File: config.mk
export PLATFORM = sky130hd
export DESIGN_NAME = mips_subset_execute_core
export DESIGN_NICKNAME = d
export VERILOG_FILES = /design/src/rtl/mse_pkg.sv /design/src/rtl/mips_subset_execute_core.sv /design/src/rtl/mse_ram.sv /design/src/rtl/mse_regfile.sv /design/src/rtl/mse_exec.sv
export VERILOG_INCLUDE_DIRS = /design/src /design/src/rtl
export SDC_FILE = /design/constraint.sdc
export NUM_CORES = 2
export LEC_CHECK = 0
export ABC_CLOCK_PERIOD_IN_PS = 12820
export BUFFER_PORTS_ARGS = -buffer_cell sky130_fd_sc_hd__buf_2
export CORE_MARGIN = 3
export CORE_UTILIZATION = 33
export CTS_BUF_LIST = sky130_fd_sc_hd__clkbuf_8
export CTS_CLUSTER_DIAMETER = 40
export DETAILED_ROUTE_END_ITERATION = 16
export GPL_ROUTABILITY_DRIVEN = 0
export PLACE_DENSITY = 0.55
export SETUP_SLACK_MARGIN = 0.15
export SYNTH_ARGS = -nofsm -noshare
export SYNTH_HDL_FRONTEND = slang
export SYNTH_SLANG_ARGS = --single-unit
File: constraint.sdc
create_clock -name aclk -period 12.82 [get_ports aclk]
set_input_delay 1.923 -clock aclk [delete_from_list [all_inputs] [get_ports aclk]]
set_output_delay 1.923 -clock aclk [all_outputs]
set_load 0.01 [all_outputs]
File: src/rtl/mips_subset_execute_core_assert.svh
// ----------------------------------------------------------------------------
// Assertion macros for the MIPS subset execute core
// Shared wrappers so that every concurrent check is clocked alike on aclk.
// ----------------------------------------------------------------------------
`ifndef MIPS_SUBSET_EXECUTE_CORE_ASSERT_SVH
`define MIPS_SUBSET_EXECUTE_CORE_ASSERT_SVH

// Check clocked on aclk, ignored while aresetn is low.
`define MSE_ASSERT(label, prop, msg) \
    label: assert property (@(posedge aclk) disable iff (!aresetn) prop) else $error(msg);

// Check clocked on aclk that also holds during reset.
`define MSE_ASSERT_ALWAYS(label, prop, msg) \
    label: assert property (@(posedge aclk) prop) else $error(msg);

`endif

File: src/rtl/mse_pkg.sv
// ----------------------------------------------------------------------------
// MIPS subset execute package
// Shared widths, instruction encodings, status codes and interface structs.
// ----------------------------------------------------------------------------
`default_nettype none

package mse_pkg;

    localparam int XLEN     = 32;
    localparam int RF_DEPTH = 32;
    localparam int RF_AW    = $clog2(RF_DEPTH);

    // Decode masks.
    localparam logic [31:0] MASK_R   = 32'hFC0007FF;
    localparam logic [31:0] MASK_OP  = 32'hFC000000;
    localparam logic [31:0] MASK_LUI = 32'hFFE00000;

    // Match values after masking.
    localparam logic [31:0] MATCH_ADD     = 32'h00000020;
    localparam logic [31:0] MATCH_SUB     = 32'h00000022;
    localparam logic [31:0] MATCH_AND     = 32'h00000024;
    localparam logic [31:0] MATCH_OR      = 32'h00000025;
    localparam logic [31:0] MATCH_SLT     = 32'h0000002A;
    localparam logic [31:0] MATCH_SYSCALL = 32'h0000000C;
    localparam logic [31:0] MATCH_MUL     = 32'h70000002;
    localparam logic [31:0] MATCH_ORI     = 32'h34000000;
    localparam logic [31:0] MATCH_LUI     = 32'h3C000000;
    localparam logic [31:0] MATCH_ANDI    = 32'h30000000;
    localparam logic [31:0] MATCH_SLTI    = 32'h28000000;
    localparam logic [31:0] MATCH_ADDI    = 32'h20000000;
    localparam logic [31:0] MATCH_BNE     = 32'h14000000;
    localparam logic [31:0] MATCH_BEQ     = 32'h10000000;

    // Syscall service codes found in register 2.
    localparam logic [31:0] SYS_PRINT_INT  = 32'd1;
    localparam logic [31:0] SYS_EXIT       = 32'd10;
    localparam logic [31:0] SYS_PRINT_CHAR = 32'd11;

    // Registers with a dedicated role in syscalls.
    localparam logic [RF_AW-1:0] REG_ZERO = RF_AW'(0);
    localparam logic [RF_AW-1:0] REG_V0   = RF_AW'(2);
    localparam logic [RF_AW-1:0] REG_A0   = RF_AW'(4);

    typedef enum logic [2:0] {
        ST_OK              = 3'd0,
        ST_INVALID         = 3'd1,
        ST_PRINT_INT       = 3'd2,
        ST_PRINT_CHAR      = 3'd3,
        ST_EXIT            = 3'd4,
        ST_UNKNOWN_SYSCALL = 3'd5
    } status_t;

    // Register file write from the execute stage.
    typedef struct packed {
        logic             en;
        logic [RF_AW-1:0] addr;
        logic [XLEN-1:0]  data;
    } rf_wr_t;

    // One executed instruction's result.
    typedef struct packed {
        status_t          status;
        logic [15:0]      pc_step;
        logic [XLEN-1:0]  print_value;
        logic [XLEN-1:0]  syscall_number;
        logic             dest_write;
        logic [RF_AW-1:0] dest_reg;
        logic [XLEN-1:0]  dest_value;
    } exec_t;

endpackage

`default_nettype wire

File: src/rtl/mips_subset_execute_core.sv
// ----------------------------------------------------------------------------
// MIPS subset execute core
// Executes one MIPS32 instruction word per beat against its register file.
// ----------------------------------------------------------------------------
// The core takes one instruction beat per clock while the result channel is not
// stalled and returns one result beat per instruction, in order. An accepted
// instruction sits in the input register while its two source registers are
// read from the register file RAMs; then decode, the ALU or 32x32 multiplier,
// and the register write happen together and the result lands in the output
// register. The sustained rate of one instruction per cycle is set by the
// single execute stage and the register file's one write port; a result
// written on the same edge that the next instruction reads is forwarded to
// it. The register file reads as zero after reset with no clearing pass.
`default_nettype none
`include "mips_subset_execute_core_assert.svh"

module mips_subset_execute_core (
    input  wire logic         aclk,
    input  wire logic         aresetn,
    // Input channel.
    input  wire logic         s_tvalid,
    output logic              s_tready,
    input  wire logic [31:0]  s_tdata,  // [31:0] instr_word
    // Result channel.
    output logic              m_tvalid,
    input  wire logic         m_tready,
    output logic      [127:0] m_tdata   // [2:0] status, [18:3] pc_step,
                                        // [50:19] print_value,
                                        // [82:51] syscall_number,
                                        // [83] dest_write, [88:84] dest_reg,
                                        // [120:89] dest_value, rest zero
);
    import mse_pkg::*;

    logic            s1_valid_reg;
    logic            s1_valid_next;
    logic [31:0]     instr_reg;
    logic            m_valid_reg;
    logic            m_valid_next;
    exec_t           out_reg;
    exec_t           exec_res;
    logic            advance;
    logic            accept;
    rf_wr_t          rf_wr;
    logic [XLEN-1:0] rs_data;
    logic [XLEN-1:0] rt_data;
    logic [XLEN-1:0] v0_data;
    logic [XLEN-1:0] a0_data;

    // Handshake: execute when the output slot is free or being drained.
    assign advance  = s1_valid_reg && (!m_valid_reg || m_tready);
    assign s_tready = !s1_valid_reg || advance;
    assign accept   = s_tvalid && s_tready;

    // Register file, read as the beat is accepted.
    assign rf_wr.en   = advance && exec_res.dest_write;
    assign rf_wr.addr = exec_res.dest_reg;
    assign rf_wr.data = exec_res.dest_value;

    mse_regfile u_regfile (
        .aclk    (aclk),
        .aresetn (aresetn),
        .rd_en   (accept),
        .rs_addr (s_tdata[25:21]),
        .rt_addr (s_tdata[20:16]),
        .wr      (rf_wr),
        .rs_data (rs_data),
        .rt_data (rt_data),
        .v0_data (v0_data),
        .a0_data (a0_data)
    );

    // Decode and execute the held instruction.
    mse_exec u_exec (
        .instr   (instr_reg),
        .rs_data (rs_data),
        .rt_data (rt_data),
        .v0_data (v0_data),
        .a0_data (a0_data),
        .result  (exec_res)
    );

    // Next-state logic for the two valid flags.
    always_comb begin
        s1_valid_next = s1_valid_reg;
        if (accept) begin
            s1_valid_next = 1'b1;
        end else if (advance) begin
            s1_valid_next = 1'b0;
        end
        m_valid_next = m_valid_reg;
        if (advance) begin
            m_valid_next = 1'b1;
        end else if (m_tready) begin
            m_valid_next = 1'b0;
        end
    end

    // Control registers.
    always_ff @(posedge aclk) begin
        if (!aresetn) begin
            s1_valid_reg <= 1'b0;
            m_valid_reg  <= 1'b0;
        end else begin
            s1_valid_reg <= s1_valid_next;
            m_valid_reg  <= m_valid_next;
        end
    end

    // Payload registers.
    always_ff @(posedge aclk) begin
        if (accept) begin
            instr_reg <= s_tdata;
        end
        if (advance) begin
            out_reg <= exec_res;
        end
    end

    // Result beat packing.
    assign m_tvalid = m_valid_reg;
    assign m_tdata  = {7'b0000000, out_reg.dest_value, out_reg.dest_reg,
                       out_reg.dest_write, out_reg.syscall_number,
                       out_reg.print_value, out_reg.pc_step, out_reg.status};

    // A beat taken in is held in the input register on the next cycle.
    `MSE_ASSERT(a_accept_fills, accept |=> s1_valid_reg, "accepted beat was not captured")
    // A new result only appears after an instruction executed.
    `MSE_ASSERT(a_result_source, $rose(m_valid_reg) |-> $past(advance), "result without execute")
    // Register 0 is never the target of a write.
    `MSE_ASSERT(a_no_zero_write, rf_wr.en |-> rf_wr.addr != REG_ZERO, "write to register 0")
    // A beat reporting no write carries zero destination fields.
    `MSE_ASSERT(a_nowrite_zero, m_valid_reg && !out_reg.dest_write |-> out_reg.dest_reg == REG_ZERO && out_reg.dest_value == '0, "stray destination fields")
    // Failing and syscall statuses never come with a register write.
    `MSE_ASSERT(a_status_nowrite, m_valid_reg && out_reg.status != ST_OK |-> !out_reg.dest_write, "write with non-ok status")
    // Control is idle coming out of reset.
    `MSE_ASSERT_ALWAYS(a_reset_idle, !aresetn |=> !s1_valid_reg && !m_valid_reg, "not idle after reset")

endmodule

`default_nettype wire

File: src/rtl/mse_ram.sv
// ----------------------------------------------------------------------------
// Generic single-write RAM
// One write port and one read port with registered read data.
// ----------------------------------------------------------------------------
`default_nettype none

module mse_ram #(
    parameter int WIDTH = 32,
    parameter int DEPTH = 32
) (
    input  wire logic                     aclk,
    input  wire logic                     we,
    input  wire logic [$clog2(DEPTH)-1:0] waddr,
    input  wire logic [WIDTH-1:0]         wdata,
    input  wire logic                     re,
    input  wire logic [$clog2(DEPTH)-1:0] raddr,
    output logic      [WIDTH-1:0]         rdata
);

    logic [WIDTH-1:0] mem_reg [DEPTH];
    logic [WIDTH-1:0] rdata_reg;

    // Write port.
    always_ff @(posedge aclk) begin
        if (we) begin
            mem_reg[waddr] <= wdata;
        end
    end

    // Read port; returns the old contents when it collides with a write.
    always_ff @(posedge aclk) begin
        if (re) begin
            rdata_reg <= mem_reg[raddr];
        end
    end

    assign rdata = rdata_reg;

endmodule

`default_nettype wire

File: src/rtl/mse_regfile.sv
// ----------------------------------------------------------------------------
// Register file
// Two read ports into RAM copies, per-entry valid bits for the zero reset,
// same-edge write forwarding, and flop copies of registers 2 and 4.
// ----------------------------------------------------------------------------
`default_nettype none

module mse_regfile (
    input  wire logic                          aclk,
    input  wire logic                          aresetn,
    input  wire logic                          rd_en,
    input  wire logic [mse_pkg::RF_AW-1:0]     rs_addr,
    input  wire logic [mse_pkg::RF_AW-1:0]     rt_addr,
    input  wire mse_pkg::rf_wr_t               wr,
    output logic      [mse_pkg::XLEN-1:0]      rs_data,
    output logic      [mse_pkg::XLEN-1:0]      rt_data,
    output logic      [mse_pkg::XLEN-1:0]      v0_data,
    output logic      [mse_pkg::XLEN-1:0]      a0_data
);
    import mse_pkg::*;

    logic [RF_DEPTH-1:0] valid_reg;
    logic                vld_a_reg;
    logic                vld_b_reg;
    logic                fwd_a_reg;
    logic                fwd_b_reg;
    logic [XLEN-1:0]     fwd_data_reg;
    logic [XLEN-1:0]     v0_reg;
    logic [XLEN-1:0]     a0_reg;
    logic [XLEN-1:0]     ram_a;
    logic [XLEN-1:0]     ram_b;

    // One RAM copy per read port, both written alike.
    mse_ram #(.WIDTH(XLEN), .DEPTH(RF_DEPTH)) u_ram_a (
        .aclk  (aclk),
        .we    (wr.en),
        .waddr (wr.addr),
        .wdata (wr.data),
        .re    (rd_en),
        .raddr (rs_addr),
        .rdata (ram_a)
    );

    mse_ram #(.WIDTH(XLEN), .DEPTH(RF_DEPTH)) u_ram_b (
        .aclk  (aclk),
        .we    (wr.en),
        .waddr (wr.addr),
        .wdata (wr.data),
        .re    (rd_en),
        .raddr (rt_addr),
        .rdata (ram_b)
    );

    // Valid bits: an entry never written reads as zero, and register 0 never gets one.
    always_ff @(posedge aclk) begin
        if (!aresetn) begin
            valid_reg <= '0;
        end else if (wr.en) begin
            valid_reg[wr.addr] <= 1'b1;
        end
    end

    // Capture valid and forwarding info alongside the RAM read.
    always_ff @(posedge aclk) begin
        if (rd_en) begin
            vld_a_reg    <= valid_reg[rs_addr];
            vld_b_reg    <= valid_reg[rt_addr];
            fwd_a_reg    <= wr.en && (wr.addr == rs_addr);
            fwd_b_reg    <= wr.en && (wr.addr == rt_addr);
            fwd_data_reg <= wr.data;
        end
    end

    // Flop copies of the syscall registers, always current.
    always_ff @(posedge aclk) begin
        if (!aresetn) begin
            v0_reg <= '0;
            a0_reg <= '0;
        end else if (wr.en) begin
            if (wr.addr == REG_V0) begin
                v0_reg <= wr.data;
            end
            if (wr.addr == REG_A0) begin
                a0_reg <= wr.data;
            end
        end
    end

    // Operand selection: forwarded value, stored value or reset zero.
    always_comb begin
        if (fwd_a_reg) begin
            rs_data = fwd_data_reg;
        end else if (vld_a_reg) begin
            rs_data = ram_a;
        end else begin
            rs_data = '0;
        end
        if (fwd_b_reg) begin
            rt_data = fwd_data_reg;
        end else if (vld_b_reg) begin
            rt_data = ram_b;
        end else begin
            rt_data = '0;
        end
    end

    assign v0_data = v0_reg;
    assign a0_data = a0_reg;

endmodule

`default_nettype wire

File: src/rtl/mse_exec.sv
// ----------------------------------------------------------------------------
// Decode and execute
// Matches the instruction word against the supported encodings and forms
// the status, program-counter step and register write in one pass.
// ----------------------------------------------------------------------------
`default_nettype none

module mse_exec (
    input  wire logic [31:0]              instr,
    input  wire logic [mse_pkg::XLEN-1:0] rs_data,
    input  wire logic [mse_pkg::XLEN-1:0] rt_data,
    input  wire logic [mse_pkg::XLEN-1:0] v0_data,
    input  wire logic [mse_pkg::XLEN-1:0] a0_data,
    output mse_pkg::exec_t                result
);
    import mse_pkg::*;

    logic [RF_AW-1:0] rt;
    logic [RF_AW-1:0] rd;
    logic [15:0]      imm;
    logic [XLEN-1:0]  zimm;
    logic [XLEN-1:0]  simm;
    logic [31:0]      r_key;
    logic [31:0]      op_key;
    logic [XLEN-1:0]  product;
    logic             wr;
    logic [RF_AW-1:0] dst;
    logic [XLEN-1:0]  val;

    assign rt      = instr[20:16];
    assign rd      = instr[15:11];
    assign imm     = instr[15:0];
    assign zimm    = {16'h0000, imm};
    assign simm    = {{16{imm[15]}}, imm};
    assign r_key   = instr & MASK_R;
    assign op_key  = instr & MASK_OP;
    assign product = rs_data * rt_data;

    // Priority decode in the architectural match order.
    always_comb begin
        result.status         = ST_OK;
        result.pc_step        = 16'd1;
        result.print_value    = '0;
        result.syscall_number = '0;
        wr                    = 1'b0;
        dst                   = REG_ZERO;
        val                   = '0;
        if (r_key == MATCH_ADD) begin
            wr = 1'b1; dst = rd; val = rs_data + rt_data;
        end else if (r_key == MATCH_SUB) begin
            wr = 1'b1; dst = rd; val = rs_data - rt_data;
        end else if (r_key == MATCH_AND) begin
            wr = 1'b1; dst = rd; val = rs_data & rt_data;
        end else if (r_key == MATCH_OR) begin
            wr = 1'b1; dst = rd; val = rs_data | rt_data;
        end else if (r_key == MATCH_SLT) begin
            wr = 1'b1; dst = rd;
            val = XLEN'($signed(rs_data) < $signed(rt_data));
        end else if (instr == MATCH_SYSCALL) begin
            result.syscall_number = v0_data;
            if (v0_data == SYS_PRINT_INT) begin
                result.status      = ST_PRINT_INT;
                result.print_value = a0_data;
            end else if (v0_data == SYS_EXIT) begin
                result.status = ST_EXIT;
            end else if (v0_data == SYS_PRINT_CHAR) begin
                result.status      = ST_PRINT_CHAR;
                result.print_value = a0_data;
            end else begin
                result.status = ST_UNKNOWN_SYSCALL;
            end
        end else if (r_key == MATCH_MUL) begin
            wr = 1'b1; dst = rd; val = product;
        end else if (op_key == MATCH_ORI) begin
            wr = 1'b1; dst = rt; val = rs_data | zimm;
        end else if ((instr & MASK_LUI) == MATCH_LUI) begin
            wr = 1'b1; dst = rt; val = {imm, 16'h0000};
        end else if (op_key == MATCH_ANDI) begin
            wr = 1'b1; dst = rt; val = rs_data & zimm;
        end else if (op_key == MATCH_SLTI) begin
            wr = 1'b1; dst = rt;
            val = XLEN'($signed(rs_data) < $signed(simm));
        end else if (op_key == MATCH_ADDI) begin
            wr = 1'b1; dst = rt; val = rs_data + simm;
        end else if (op_key == MATCH_BNE) begin
            if (rs_data != rt_data) begin
                result.pc_step = imm;
            end
        end else if (op_key == MATCH_BEQ) begin
            if (rs_data == rt_data) begin
                result.pc_step = imm;
            end
        end else begin
            result.status = ST_INVALID;
        end

        // A write to register 0 is dropped and reported as no write.
        if (wr && (dst != REG_ZERO)) begin
            result.dest_write = 1'b1;
            result.dest_reg   = dst;
            result.dest_value = val;
        end else begin
            result.dest_write = 1'b0;
            result.dest_reg   = REG_ZERO;
            result.dest_value = '0;
        end
    end

endmodule

`default_nettype wire

## Yosys cells after proc, flatten, opt, wreduce, memory -nomap -nowiden

Memories as Yosys holds them, arrays and structs flattened. A register that Yosys moved wholly into a read port is not among the register bits.
Index checks and enable logic that the tools add are counted.

- Flip-flop bits (word level): 287
- RAM bits: 2048
- Bits of input ports: 36
- Output and inout port bits: 130
- Memories kept: 2

Memories:

| name | words | width | read ports | clocked after Yosys merged registers in | wr ports | line | RTL |
|---|---|---|---|---|---|---|---|
| u_regfile.u_ram_a.mem_reg | 32 | 32 | 1 | 1 | 1 | mse_ram.sv:20 | `logic [WIDTH-1:0] mem_reg [DEPTH];` |
| u_regfile.u_ram_b.mem_reg | 32 | 32 | 1 | 1 | 1 | mse_ram.sv:20 |  |

- Add/sub/neg operators: 3
- $mul: 1
- Order comparisons: 6
- Eq/ne operators: 23
- Mux-type cells: 72
- Bitwise logic cells: 6
- Reduce and logical (&&, ||, !) cells: 19

Operators by type and width:

| operator | number |
|---|---|
| $mux W32 | 19 |
| $mux W19 | 6 |
| $eq A32 B4 Y1 const B | 3 |
| $eq A17 B6 Y1 const B | 5 |
| $add A32 B32 Y32 | 2 |
| $mux W16 | 4 |
| $or A32 B32 Y32 | 2 |
| $mux W5 | 12 |
| $mux W38 | 1 |
| $and A32 B16 Y32 | 1 |
| $and A32 B32 Y32 | 1 |
| $eq A32 B1 Y1 const B | 1 |
| $eq A32 B32 Y1 | 1 |
| $lt A32 B16 Y1 | 1 |
| $lt A32 B32 Y1 | 1 |
| $mul A32 B32 Y32 | 1 |
| $ne A32 B32 Y1 | 1 |
| $or A32 B16 Y32 | 1 |
| $sub A32 B32 Y32 | 1 |
| $eq A6 B4 Y1 const B | 4 |
| $mux W1 | 22 |
| $lt A5 B6 Y1 const B | 3 |
| $eq A17 B16 Y1 const B | 1 |
| $mux W3 | 5 |
| other kinds (18) | 31 |

## Longest topological paths before layout

- Depth after elaboration: 21
- Mapped depth: 37

## Modules after synthesis

A second synthesis with hierarchy kept.

- Cells, all modules: 8359
- Area total of the unflattened synthesis: 116347.8 µm²

Modules (own cells, without submodules):

| module | instances | cells each | area each (µm²) | seq. area each (µm²) |
|---|---|---|---|---|
| mse_ram | 2 | 2260 | 40812.9 | 31710.4 |
| mse_exec | 1 | 3049 | 23775.3 | 0.0 |
| mse_regfile | 1 | 618 | 6182.2 | 3002.9 |
| mips_subset_execute_core | 1 | 172 | 4764.6 | 4634.4 |

## Worst setup path before layout

Ideal clock, no wire load.

- Path type: input to register
- Start: in m_tready
- End: mem u_regfile.u_ram_b.mem_reg[3][0] (enable)
- Library setup time: 0.422 ns
- Arrival: 10.363 ns
- Data required time: 12.398 ns
- Path slack: 2.035 ns
- Cell stages on the path: 4
- Buffers on the path: 0
- Path through: nor2b_1 -> nor2b_1 -> nand3_1 -> nor2_1

- Longest elaborated chain between the ends: 5

RTL lines:

| what | line | RTL |
|---|---|---|
| start: declaration | mips_subset_execute_core.sv:26 | `input wire logic m_tready,` |
| $logic_or A1 B1 Y1 | mips_subset_execute_core.sv:51 | `assign advance = s1_valid_reg && (!m_valid_reg \|\| m_tready);` |
| $logic_and A1 B1 Y1 | mips_subset_execute_core.sv:51 |  |
| net advance | mips_subset_execute_core.sv:42 | `logic advance;` |
| $logic_and A1 B1 Y1 | mips_subset_execute_core.sv:56 | `assign rf_wr.en = advance && exec_res.dest_write;` |
| $mux W1 | mse_ram.sv:25 | `if (we) begin` |
| $mux W1 (implied by the code) | mse_ram.sv:26 | `mem_reg[waddr] <= wdata;` |
| end: declaration | mse_ram.sv:20 |  |

The timed path passes the listed nets, and every way through them passes these cells.

==> impl_metrics.yaml <==
outcome:
  status: "finished clean"
route:
  detail-route-antenna-nets: 0
  drt_iter0_markers: 6310
  routed_wirelength_um: 299000
  wl_per_cell_um: 30.9
  viasPerCell: 5.73
  vias: 55500
  route.detailed.drc: 0
  drtPass1Iterations: 9
synthesis:
  synth_async_sr_flop_share_pct: 0
  netlist_instances: 5853
  synthMuxAreaShare_pct: 19.0
  synth_top_family_by_area: "multiplexers"
  synth_top_cell_area_share_pct: 46.3
  synth_simple_gate_area_share_pct: 6.79
  ys_seq_elements: 1375
  yosysTopAreaCell: "edfxtp_1"
  synthXorXnorAreaFrac_pct: 1.38
  synth-seq-area-share_pct: 48.6
  postSynthAreaPerCell_um2: 14.2
  synth-edff-count: 1277
  synth_fa_ha_area_share_pct: 14.4
  synth_warnings: 0
  synthTopCellsByArea: "edfxtp_1 (46%), mux4_2 (18%), fa_1 (9.9%)"
  synth_compound_area_share_pct: 5.49
  synth.distinct_cells: 93
  ys.flop_type: "edfxtp_1"
  syn_area_um2: 82900
setup_path:
  crit_fanout: 34
  cp-end-kind: "register"
  cp.required_ns: 13.51
  crit_arrival_ns: 11.77
  slowest_stage: "a22o_1"
  critical_path_class: "register to register"
  start_kind: "register"
  slowest_delay_ns: 0.94
  crit_path_frequent_cell: "fa_1"
cts:
  clock_latency_ns: 1.05
  cts.sinks: 1375
  cts_setup_buffers: 0
  cts_made_buffers: 283
  clk_pin_slew_ns: 0.06
  cts_root_buf: "clkbuf_8"
  tritoncts: "done"
  ctsHoldBuffers: 0
  cts_resized: 0
  htree_levels: 5
  clock_path_buffers: 4
power_and_ir_drop:
  cellLeakagePower_nw: 35.8
  power-per-cell-area_nw_per_um2: 128
  p_total_mw: 12.0
  max-vdd-ir-drop_mv: 0.112
global_route:
  grt_max_degree: 129
  grt_overflow_total: 0
  grt_pass1_vias: 56900
  grt_pass1_wl_um: 422000
  antenna_found_initial: 26
  grt.total_usage_pct: 23.0
timing:
  max_freq_mhz: 90.2
  period_needed_ns: 11.09
  holdWs_ns: 0.451
  relSlewSlack_pct: 6.74
  grt_setup_unrepaired: "false"
  drv_slew: 0
  post-route-period-util_pct: 86.5
  setup_viol: 0
  finClkSkew_ns: 0.103
  tns_ns: 0
  finalHoldViolations: 0
  tightestPinTransition_ns: 1.40
flow_run:
  maxCapViolations: 0
die:
  pin_count: 166
  core-area_um2: 249000
  die_w_um: 507
  die_area_um2: 257000
  start_util_pct: 33.3
  fp.dieH_um: 507
  rows: 183
finish:
  drive_above_1_share_pct: 24.4
  layout_common_cells: "edfxtp_1 (1277), mux4_2 (660), inv_1 (575), nor2_1 (542), fa_1 (411)"
  largest_reg_flops: 1024
  nets: 6897
  final_common_cell: "edfxtp_1"
  final_area_um2: 93900
  syn_to_final_growth_pct: 13.2
  fill_cells: 23500
  final_cells: 9686
placement:
  post_dp_cell_area_um2: 88400
  dp.cells: 9196
  dp.final_hpwl_um: 190000
  numPortBuffers: 158
worst_hold_path:
  holdCritPathClass: "register to register"
stage by stage:
stage,util [%],worst slack (ns)
CTS,37.6,2.00
detailed placement,35.4,2.01
global placement,35.4,2.14
global route,37.6,1.22
finish,37.6,1.73
floorplan,-,2.03
worst max-delay path, delay by kind of cell (launching register included):
kind	cells	cell delay, ns
compound gates	9	3.61
buf+inv	7	0.97
mux	1	0.20
simple gates	3	1.03
fa+ha+maj	10	4.60
flops	1	0.35
final cells by class:
type / count / area [µm²] / share of cell area, %
diodes: 14 / 35.0 / 0.0373
clock buffers: 293 / 4030 / 4.30
clock inverters: 182 / 1420 / 1.51
multi-input cells: 3608 / 39600 / 42.2
flip-flops and latches: 1375 / 40300 / 42.9
repair buffers: 339 / 2250 / 2.40
well taps: 3330 / 4170 / 4.44
inverters: 545 / 2060 / 2.19
synthesized netlist by cell type, types with 58 or more instances:
| master | number |
|---|---|
| buf_1 | 58 |
| nand2_1 | 382 |
| xnor2_1 | 107 |
| o21ai_0 | 139 |
| a21oi_1 | 235 |
| dfxtp_1 | 98 |
| nor2_1 | 584 |
| mux4_2 | 660 |
| edfxtp_1 | 1277 |
| inv_1 | 524 |
| and3_1 | 77 |
| ha_1 | 298 |
| clkbuf_1 | 251 |
| mux2_2 | 69 |
| fa_1 | 411 |
routing by layer:
metal	track usage, %	vias up	wire (µm)
li1	-	22400	-
met1	29.4	29000	114000
met2	35.9	3225	137000
met3	5.64	827	28600
met4	12.6	12	18700
met5	0	-	89
worst paths after layout:
kind                                       end  depth (start not counted)                   from  slack, ns
min reg2reg              u_regfile.a0_data[28]                          2  u_regfile.a0_data[28]       0.45
max          u_regfile.u_ram_b.mem_reg[21][30]                         30    u_regfile.fwd_b_reg       1.73
min                      u_regfile.a0_data[28]                          2  u_regfile.a0_data[28]       0.45
max reg2reg  u_regfile.u_ram_b.mem_reg[21][30]                         30    u_regfile.fwd_b_reg       1.73
logic make-up (layout without fill, tap and decap cells):
group | after synthesis | in the layout
xor gates and xnor gates | 131 | 131
buffers and inverters | 908 | 1359
DFF | 1375 | 1375
AOI/OAI and AO/OA | 698 | 698
adders and majority gates | 709 | 709
muxes | 741 | 741
and+or+nand+nor | 1290 | 1290
other | 1 | 53
power by group:
part	internal (mW)	leakage, nW	switching (mW)	total (mW)
Clock	2.57	2.94	1.98	4.54
Sequential	4.91	14.1	0.0453	4.96
Combinational	0.879	18.7	1.62	2.50
(Power assumes the default switching activity.)
